--- src/hw/rtl/ucs_pkg.sv ---
// ----------------------------------------------------------------------------
// ucs_pkg
// Shared types and constants of the UTF-8 control sanitizer.
// ----------------------------------------------------------------------------
package ucs_pkg;

  localparam int JobBytes  = 6;
  localparam int QueueDepth = 2;

  localparam logic [7:0] CTRL_LIMIT = 8'h20;
  localparam logic [7:0] TAB        = 8'h09;
  localparam logic [7:0] DEL        = 8'h7F;
  localparam logic [7:0] C1_MAX     = 8'h9F;
  localparam logic [7:0] LEAD2_MIN  = 8'hC2;
  localparam logic [7:0] LEAD3_MIN  = 8'hE0;
  localparam logic [7:0] LEAD4_MIN  = 8'hF0;
  localparam logic [7:0] LEAD_END   = 8'hF5;
  localparam logic [7:0] PIC_B0     = 8'hE2;
  localparam logic [7:0] PIC_B1     = 8'h90;
  localparam logic [7:0] PIC_BASE   = 8'h80;
  localparam logic [7:0] PIC_DEL    = 8'hA1;
  localparam logic [7:0] REPL_B0    = 8'hEF;
  localparam logic [7:0] REPL_B1    = 8'hBF;
  localparam logic [7:0] REPL_B2    = 8'hBD;

  // sequence length codes of a lead byte
  localparam logic [2:0] LEN_NONE  = 3'd0;
  localparam logic [2:0] LEN_ASCII = 3'd1;
  localparam logic [2:0] LEN_TWO   = 3'd2;
  localparam logic [2:0] LEN_THREE = 3'd3;
  localparam logic [2:0] LEN_FOUR  = 3'd4;

  // one input's worth of output words, bytes[0] first
  typedef struct packed {
    logic [JobBytes-1:0][7:0] bytes;
    logic [2:0]               count;
  } ucs_job_t;

  function automatic logic [2:0] lead_len(input logic [7:0] c);
    logic [2:0] r;
    if (c < 8'h80)           r = LEN_ASCII;
    else if (c < LEAD2_MIN)  r = LEN_NONE;
    else if (c < LEAD3_MIN)  r = LEN_TWO;
    else if (c < LEAD4_MIN)  r = LEN_THREE;
    else if (c < LEAD_END)   r = LEN_FOUR;
    else                     r = LEN_NONE;
    return r;
  endfunction

endpackage

--- src/hw/rtl/ucs_front.sv ---
// ----------------------------------------------------------------------------
// ucs_front
// Takes input words, tracks held multi-byte stumps and builds output jobs.
// ----------------------------------------------------------------------------
module ucs_front import ucs_pkg::*; (
  input  logic     clk,
  input  logic     rst,
  input  logic     in_valid,
  input  logic [7:0] in_byte,
  input  logic     in_end,
  input  logic     q_full,
  output logic     in_ready,
  output logic     push,
  output ucs_job_t push_job
);

  logic [7:0] held_bytes [3];
  logic [1:0] held_count, held_count_next;
  logic [2:0] needed_length, needed_length_next;
  logic       held_we;
  logic [1:0] held_wa;

  logic       accept;
  logic [2:0] want;
  logic [7:0] fr [3];
  logic [2:0] fr_n;
  logic       fr_hold;
  logic       is_cont;

  assign in_ready = !q_full;
  assign accept   = in_valid && in_ready;
  assign is_cont  = in_byte[7:6] == 2'b10;
  assign want     = lead_len(in_byte);

  // handling of a byte with nothing held
  always_comb begin
    fr[0]   = in_byte;
    fr[1]   = PIC_B1;
    fr[2]   = PIC_BASE;
    fr_n    = 3'd1;
    fr_hold = 1'b0;
    if (want == LEN_ASCII) begin
      if ((in_byte < CTRL_LIMIT && in_byte != TAB) || in_byte == DEL) begin
        fr[0] = PIC_B0;
        fr[1] = PIC_B1;
        fr[2] = (in_byte == DEL) ? PIC_DEL : (PIC_BASE | in_byte);
        fr_n  = 3'd3;
      end
    end else if (want == LEN_NONE) begin
      if (in_byte <= C1_MAX) begin
        fr[0] = REPL_B0;
        fr[1] = REPL_B1;
        fr[2] = REPL_B2;
        fr_n  = 3'd3;
      end
    end else if (in_end) begin
      // lead on the last word: stump at once
      fr[0] = REPL_B0;
      fr[1] = REPL_B1;
      fr[2] = REPL_B2;
      fr_n  = 3'd3;
    end else begin
      fr_n    = 3'd0;
      fr_hold = 1'b1;
    end
  end

  always_comb begin
    push_job            = '0;
    held_count_next     = held_count;
    needed_length_next  = needed_length;
    held_we             = 1'b0;
    held_wa             = 2'd0;
    if (held_count != 2'd0) begin
      if (is_cont) begin
        if ({1'b0, held_count} + 3'd1 >= needed_length) begin
          if (held_bytes[0] == LEAD2_MIN && in_byte <= C1_MAX) begin
            push_job.bytes[0] = REPL_B0;
            push_job.bytes[1] = REPL_B1;
            push_job.bytes[2] = REPL_B2;
            push_job.count    = 3'd3;
          end else begin
            for (int k = 0; k < 3; k++) begin
              if (k < int'(held_count)) push_job.bytes[k] = held_bytes[k];
            end
            push_job.bytes[{1'b0, held_count}] = in_byte;
            push_job.count = {1'b0, held_count} + 3'd1;
          end
          held_count_next    = 2'd0;
          needed_length_next = 3'd0;
        end else begin
          held_we = 1'b1;
          held_wa = held_count;
          if (in_end) begin
            push_job.bytes[0]  = REPL_B0;
            push_job.bytes[1]  = REPL_B1;
            push_job.bytes[2]  = REPL_B2;
            push_job.count     = 3'd3;
            held_count_next    = 2'd0;
            needed_length_next = 3'd0;
          end else begin
            held_count_next = held_count + 2'd1;
          end
        end
      end else begin
        // stump cut short, then the new byte as if nothing were held
        push_job.bytes[0] = REPL_B0;
        push_job.bytes[1] = REPL_B1;
        push_job.bytes[2] = REPL_B2;
        push_job.bytes[3] = fr[0];
        push_job.bytes[4] = fr[1];
        push_job.bytes[5] = fr[2];
        push_job.count    = 3'd3 + fr_n;
        held_we           = fr_hold;
        held_wa           = 2'd0;
        held_count_next    = fr_hold ? 2'd1 : 2'd0;
        needed_length_next = fr_hold ? want : 3'd0;
      end
    end else begin
      push_job.bytes[0]  = fr[0];
      push_job.bytes[1]  = fr[1];
      push_job.bytes[2]  = fr[2];
      push_job.count     = fr_n;
      held_we            = fr_hold;
      held_wa            = 2'd0;
      held_count_next    = fr_hold ? 2'd1 : 2'd0;
      needed_length_next = fr_hold ? want : 3'd0;
    end
  end

  assign push = accept && (push_job.count != 3'd0);

  always_ff @(posedge clk) begin
    if (rst) begin
      held_count    <= 2'd0;
      needed_length <= 3'd0;
    end else if (accept) begin
      held_count    <= held_count_next;
      needed_length <= needed_length_next;
    end
  end

  always_ff @(posedge clk) begin
    if (accept && held_we) held_bytes[held_wa] <= in_byte;
  end

  a_hold_short: assert property (@(posedge clk) disable iff (rst)
    held_count != 2'd0 |-> needed_length > {1'b0, held_count})
    else $error("held stump not shorter than its sequence");

  a_push_room: assert property (@(posedge clk) disable iff (rst)
    push |-> !q_full && push_job.count <= 3'd6)
    else $error("job pushed into full queue or too long");

endmodule

--- src/hw/rtl/ucs_queue.sv ---
// ----------------------------------------------------------------------------
// ucs_queue
// Two-entry job queue between the front and the back.
// ----------------------------------------------------------------------------
module ucs_queue import ucs_pkg::*; (
  input  logic     clk,
  input  logic     rst,
  input  logic     push,
  input  ucs_job_t push_job,
  input  logic     pop,
  output logic     full,
  output logic     not_empty,
  output ucs_job_t head
);

  ucs_job_t   mem [QueueDepth];
  logic       wr_ptr;
  logic       rd_ptr;
  logic [1:0] fill;

  assign full      = fill == 2'(QueueDepth);
  assign not_empty = fill != 2'd0;
  assign head      = mem[rd_ptr];

  always_ff @(posedge clk) begin
    if (push) mem[wr_ptr] <= push_job;
  end

  always_ff @(posedge clk) begin
    if (rst) begin
      wr_ptr <= 1'b0;
      rd_ptr <= 1'b0;
      fill   <= 2'd0;
    end else begin
      if (push) wr_ptr <= !wr_ptr;
      if (pop)  rd_ptr <= !rd_ptr;
      fill <= fill + {1'b0, push} - {1'b0, pop};
    end
  end

  a_no_pop_empty: assert property (@(posedge clk) disable iff (rst)
    pop |-> not_empty)
    else $error("pop from empty queue");

endmodule

--- src/hw/rtl/ucs_back.sv ---
// ----------------------------------------------------------------------------
// ucs_back
// Serialises queued jobs into output words, one byte per beat.
// ----------------------------------------------------------------------------
module ucs_back import ucs_pkg::*; (
  input  logic       clk,
  input  logic       rst,
  input  logic       q_valid,
  input  ucs_job_t   head,
  output logic       pop,
  output logic       out_valid,
  input  logic       out_ready,
  output logic [7:0] out_byte,
  output logic       out_last
);

  logic [2:0] idx;
  logic       beat;

  assign out_valid = q_valid;
  assign out_byte  = head.bytes[idx];
  assign out_last  = idx == head.count - 3'd1;
  assign beat      = out_valid && out_ready;
  assign pop       = beat && out_last;

  always_ff @(posedge clk) begin
    if (rst) begin
      idx <= 3'd0;
    end else if (beat) begin
      idx <= out_last ? 3'd0 : idx + 3'd1;
    end
  end

  a_idx_in_job: assert property (@(posedge clk) disable iff (rst)
    out_valid |-> idx < head.count && head.count != 3'd0)
    else $error("byte index beyond job length");

endmodule

--- src/hw/rtl/utf8_control_sanitizer_top.sv ---
// ----------------------------------------------------------------------------
// utf8_control_sanitizer_top
// Each input's job is registered in the queue before its first output byte appears.
// Throughput: one input word per cycle while each gives at most one byte
//   and the output is ready; a word that expands to more than one byte holds
//   the output while its bytes are sent, and the two-job queue between front and back absorbs the difference.
// Reset: synchronous; clears the held stump and empties the queue.
// ----------------------------------------------------------------------------
module utf8_control_sanitizer_top import ucs_pkg::*; (
  input  logic       clk,
  input  logic       rst,
  input  logic       s_axis_tvalid,
  output logic       s_axis_tready,
  input  logic [7:0] s_axis_tdata,   // [7:0] data_byte
  input  logic       s_axis_tlast,   // end_of_text
  output logic       m_axis_tvalid,
  input  logic       m_axis_tready,
  output logic [7:0] m_axis_tdata,   // [7:0] out_byte
  output logic       m_axis_tlast    // last_of_run
);

  logic     q_full;
  logic     q_valid;
  logic     push;
  logic     pop;
  ucs_job_t push_job;
  ucs_job_t head;

  ucs_front u_front (
    .clk      (clk),
    .rst      (rst),
    .in_valid (s_axis_tvalid),
    .in_byte  (s_axis_tdata),
    .in_end   (s_axis_tlast),
    .q_full   (q_full),
    .in_ready (s_axis_tready),
    .push     (push),
    .push_job (push_job)
  );

  ucs_queue u_queue (
    .clk       (clk),
    .rst       (rst),
    .push      (push),
    .push_job  (push_job),
    .pop       (pop),
    .full      (q_full),
    .not_empty (q_valid),
    .head      (head)
  );

  ucs_back u_back (
    .clk       (clk),
    .rst       (rst),
    .q_valid   (q_valid),
    .head      (head),
    .pop       (pop),
    .out_valid (m_axis_tvalid),
    .out_ready (m_axis_tready),
    .out_byte  (m_axis_tdata),
    .out_last  (m_axis_tlast)
  );

endmodule
--- config.mk ---
export PLATFORM = sky130hd
export DESIGN_NAME = utf8_control_sanitizer_top
export DESIGN_NICKNAME = d
export VERILOG_FILES = /design/src/hw/rtl/ucs_pkg.sv /design/src/hw/rtl/ucs_front.sv /design/src/hw/rtl/ucs_queue.sv /design/src/hw/rtl/ucs_back.sv /design/src/hw/rtl/utf8_control_sanitizer_top.sv
export SDC_FILE = /design/constraint.sdc
export NUM_CORES = 1
export LEC_CHECK = 0
export ABC_AREA = 1
export BUFFER_PORTS_ARGS = -buffer_cell sky130_fd_sc_hd__buf_2
export CORE_MARGIN = 3
export CORE_UTILIZATION = 58
export CTS_BUF_LIST = sky130_fd_sc_hd__clkbuf_8
export DETAILED_ROUTE_END_ITERATION = 8
export PLACE_DENSITY = 0.79
export SKIP_CTS_REPAIR_TIMING = 1
export SYNTH_ARGS = -nofsm -noshare
export SYNTH_HDL_FRONTEND = slang
export SYNTH_SLANG_ARGS = --single-unit
--- constraint.sdc ---
create_clock -name clk -period 5.5 [get_ports clk]
set_clock_uncertainty 0.2 [all_clocks]
set_input_delay 0 -clock clk [delete_from_list [all_inputs] [get_ports clk]]
set_output_delay 0 -clock clk [all_outputs]
set_load 0.01 [all_outputs]
==> qor.yml <==
fmax_mhz: 251
fillers: 734
grt_max_degree: 46
drc: 0
clk_pin_slew_worst_paths_ns: 0.08
die_y_um: 108
wirelength_mm: 13.8
post-place-cells: 727
synthTopCellsByArea: "edfxtp_1, nand2_1, o21ai_0"
layout-drive-gt1-share_pct: 13.7
seq_area_frac_synth_pct: 59.8
p_leak_nw: 2.63
diodes: 0
numCtsBuffers: 17
worstPathRequired_ns: 5.36
dominantRegCellSynth: "edfxtp_1"
stdcell_count: 774
fin_crit_ns: 3.99
grt_pass1_vias: 4187
clkLatencyLatePin_ns: 0.43
rsz0062_at_grt: "false"
initial_core_util_pct: 60.9
synth_top_area_cell: "edfxtp_1"
root_buffer: "clkbuf_8"
worst_pin_slew_ns: 1.02
place_congestion: 0.902
antenna_found_initial: 0
die_w_um: 108
grt.total_usage_pct: 24.1
ys_warn_count: 0
fin_util_pct: 69.3
synth_commonest_cells: "edfxtp_1, nand2_1, nor2_1"
synth_most_common_cell: "edfxtp_1"
cap_violations: 0
drv_slew: 0
overflow: 0
nets: 654
synthArstFlopShare_pct: 0
setup_viol: 0
htree_num_levels: 4
drtIter0Drc: 436
syn_avg_cell_area_um2: 10.2
power_density_nw_per_um2: 415
via_per_inst: 5.80
place.port_buffers: 23
cp-start-kind: "flop"
final-hold-violation-count: 0
synth-edff-count: 112
hold_class: "input pin to flop"
ioPinCount: 24
synth_cell_type_count: 40
core_um2: 9950
synth_top_area_share_pct: 55.5
cts_tree: "yes"
post-dp-hpwl_mm: 8.85
place_ws_ns: 1.64
vias: 4487
max_slew_margin_pct: 31.3
clock_sinks: 125
placed_area_um2: 6270
clock_path_buffers: 2
cp.arrival_ns: 3.85
ys_ff_latch: 125
syn_area_um2: 6060
status: "finished clean"
dieArea_um2: 11700
vdd_drop_max_mv: 0.212
fin_setup_tns_ns: 0
finalCritPeriodShare_pct: 72.5
routedWlPerCell_um: 17.8
finalWorstSetupSlack_ns: 1.51
rows: 36
crit_path_max_fanout: 44
postLayoutCellArea_um2: 6900
first_pass_iters: 5
syn_inst: 594
postRouteAntennaNets: 0
worstSetupPathType: "flop to flop"
syn2layout_area_growth_pct: 13.8
end_kind: "flop"
grt_pass1_wl_mm: 21.4
[routing by layer]
metal / up-vias / track usage, % / part of all wire [%]
li1: 2164 / - / -
met1: 2112 / 34.0 / 45
met2: 185 / 37.7 / 47
met3: 26 / 4.30 / 6.5
met4: 0 / 9.29 / 1.8
met5: - / 0 / 0
[placed cells by master (no fill, tap or decap), types with 4 or more instances in the layout]
cell type | Yosys | final
edfxtp_1 | 112 | 112
nand2_1 | 83 | 83
nor2_1 | 76 | 76
o21ai_0 | 62 | 62
inv_1 | 47 | 48
a21oi_1 | 31 | 31
buf_2 | 10 | 23
nand3_1 | 18 | 18
a22oi_1 | 18 | 18
clkbuf_8 | 0 | 17
dlygate4sd3_1 | 0 | 15
ha_1 | 13 | 13
dfxtp_1 | 13 | 13
o22ai_1 | 12 | 12
o221ai_1 | 10 | 10
inv_2 | 8 | 8
o211ai_1 | 7 | 7
xor2_1 | 6 | 6
a2bb2oi_1 | 6 | 6
buf_4 | 1 | 6
bufinv_16 | 0 | 5
clkinv_4 | 0 | 5
mux2i_1 | 4 | 4
nand2_2 | 4 | 4
nand2_4 | 4 | 4
nor2_4 | 4 | 4
a31oi_1 | 4 | 4
[worst paths after layout]
path                    startpoint                       end  slack [ns]  depth (start not counted)
min reg2reg        u_queue.fill[1]           u_queue.fill[1]        0.29                          1
max          u_front.held_count[0]        u_queue.mem[0][30]        1.51                         14
max reg2reg  u_front.held_count[0]        u_queue.mem[0][30]        1.51                         14
min                            rst  u_front.needed_length[1]        0.17                          3
[kinds of logic (layout without fill, tap and decap cells)]
| group | Yosys count | count (layout) | synth area share [%] |
|---|---|---|---|
| AO/OA/AOI/OAI | 157 | 157 | 15.6 |
| XOR/XNOR | 7 | 7 | 1.01 |
| adder cells (fa/ha/maj) | 13 | 13 | 2.68 |
| buffers and inverters | 87 | 133 | 5.66 |
| flip-flops | 125 | 125 | 59.8 |
| multiplexers | 4 | 4 | 0.661 |
| other | 1 | 2 | 0.0619 |
| AND/OR/NAND/NOR | 200 | 200 | 14.5 |
[power breakdown]
group	internal, W	switching [W]
combinational	0.000222	0.000440
sequential	0.00119	0.0000691
clock	0.000550	0.000387
[cell type report]
class,instances,area (um^2),share of cell area [%]
Clock buffer,17,234,3.39
Tap cell,133,166,2.41
Inverter,57,214,3.10
Sequential cell,125,3620,52.5
Clock inverter,15,238,3.45
Timing Repair Buffer,44,310,4.50
Multi-Input combinational cell,383,2110,30.6
[state kept, by name, indices dropped and copies added, names as in the netlist, named ones only]
name / cells
u_queue.fill: 2
u_queue.mem: 88
u_queue.wr_ptr: 1
u_front.held_bytes: 24
u_queue.rd_ptr: 1
u_front.needed_length: 3
u_back.idx: 3
u_front.held_count: 2
[worst max-delay path, cell delays in order, from the launching register on]
cell,delay [ns]
dfxtp_1,0.54
inv_1,0.12
ha_1,0.35
ha_1,0.31
nand3_1,0.11
nand3_1,0.60
nand2_1,0.15
nor2_1,0.22
inv_2,0.09
o21ai_2,0.10
inv_1,0.06
nand2_1,0.10
nor2_4,0.05
nor3_4,0.10
buf_4,0.50
[per-stage QoR]
stage          total power (W)  hold WS, ns
2_1_floorplan          0.00172       -0.101
3_5_place_dp           0.00192       0.0799
3_3_place_gp           0.00190       0.0756
4_1_cts                0.00285       -0.381
6_report               0.00286        0.172
5_1_grt                0.00300        0.203
Power figures use the tool's default switching activity.
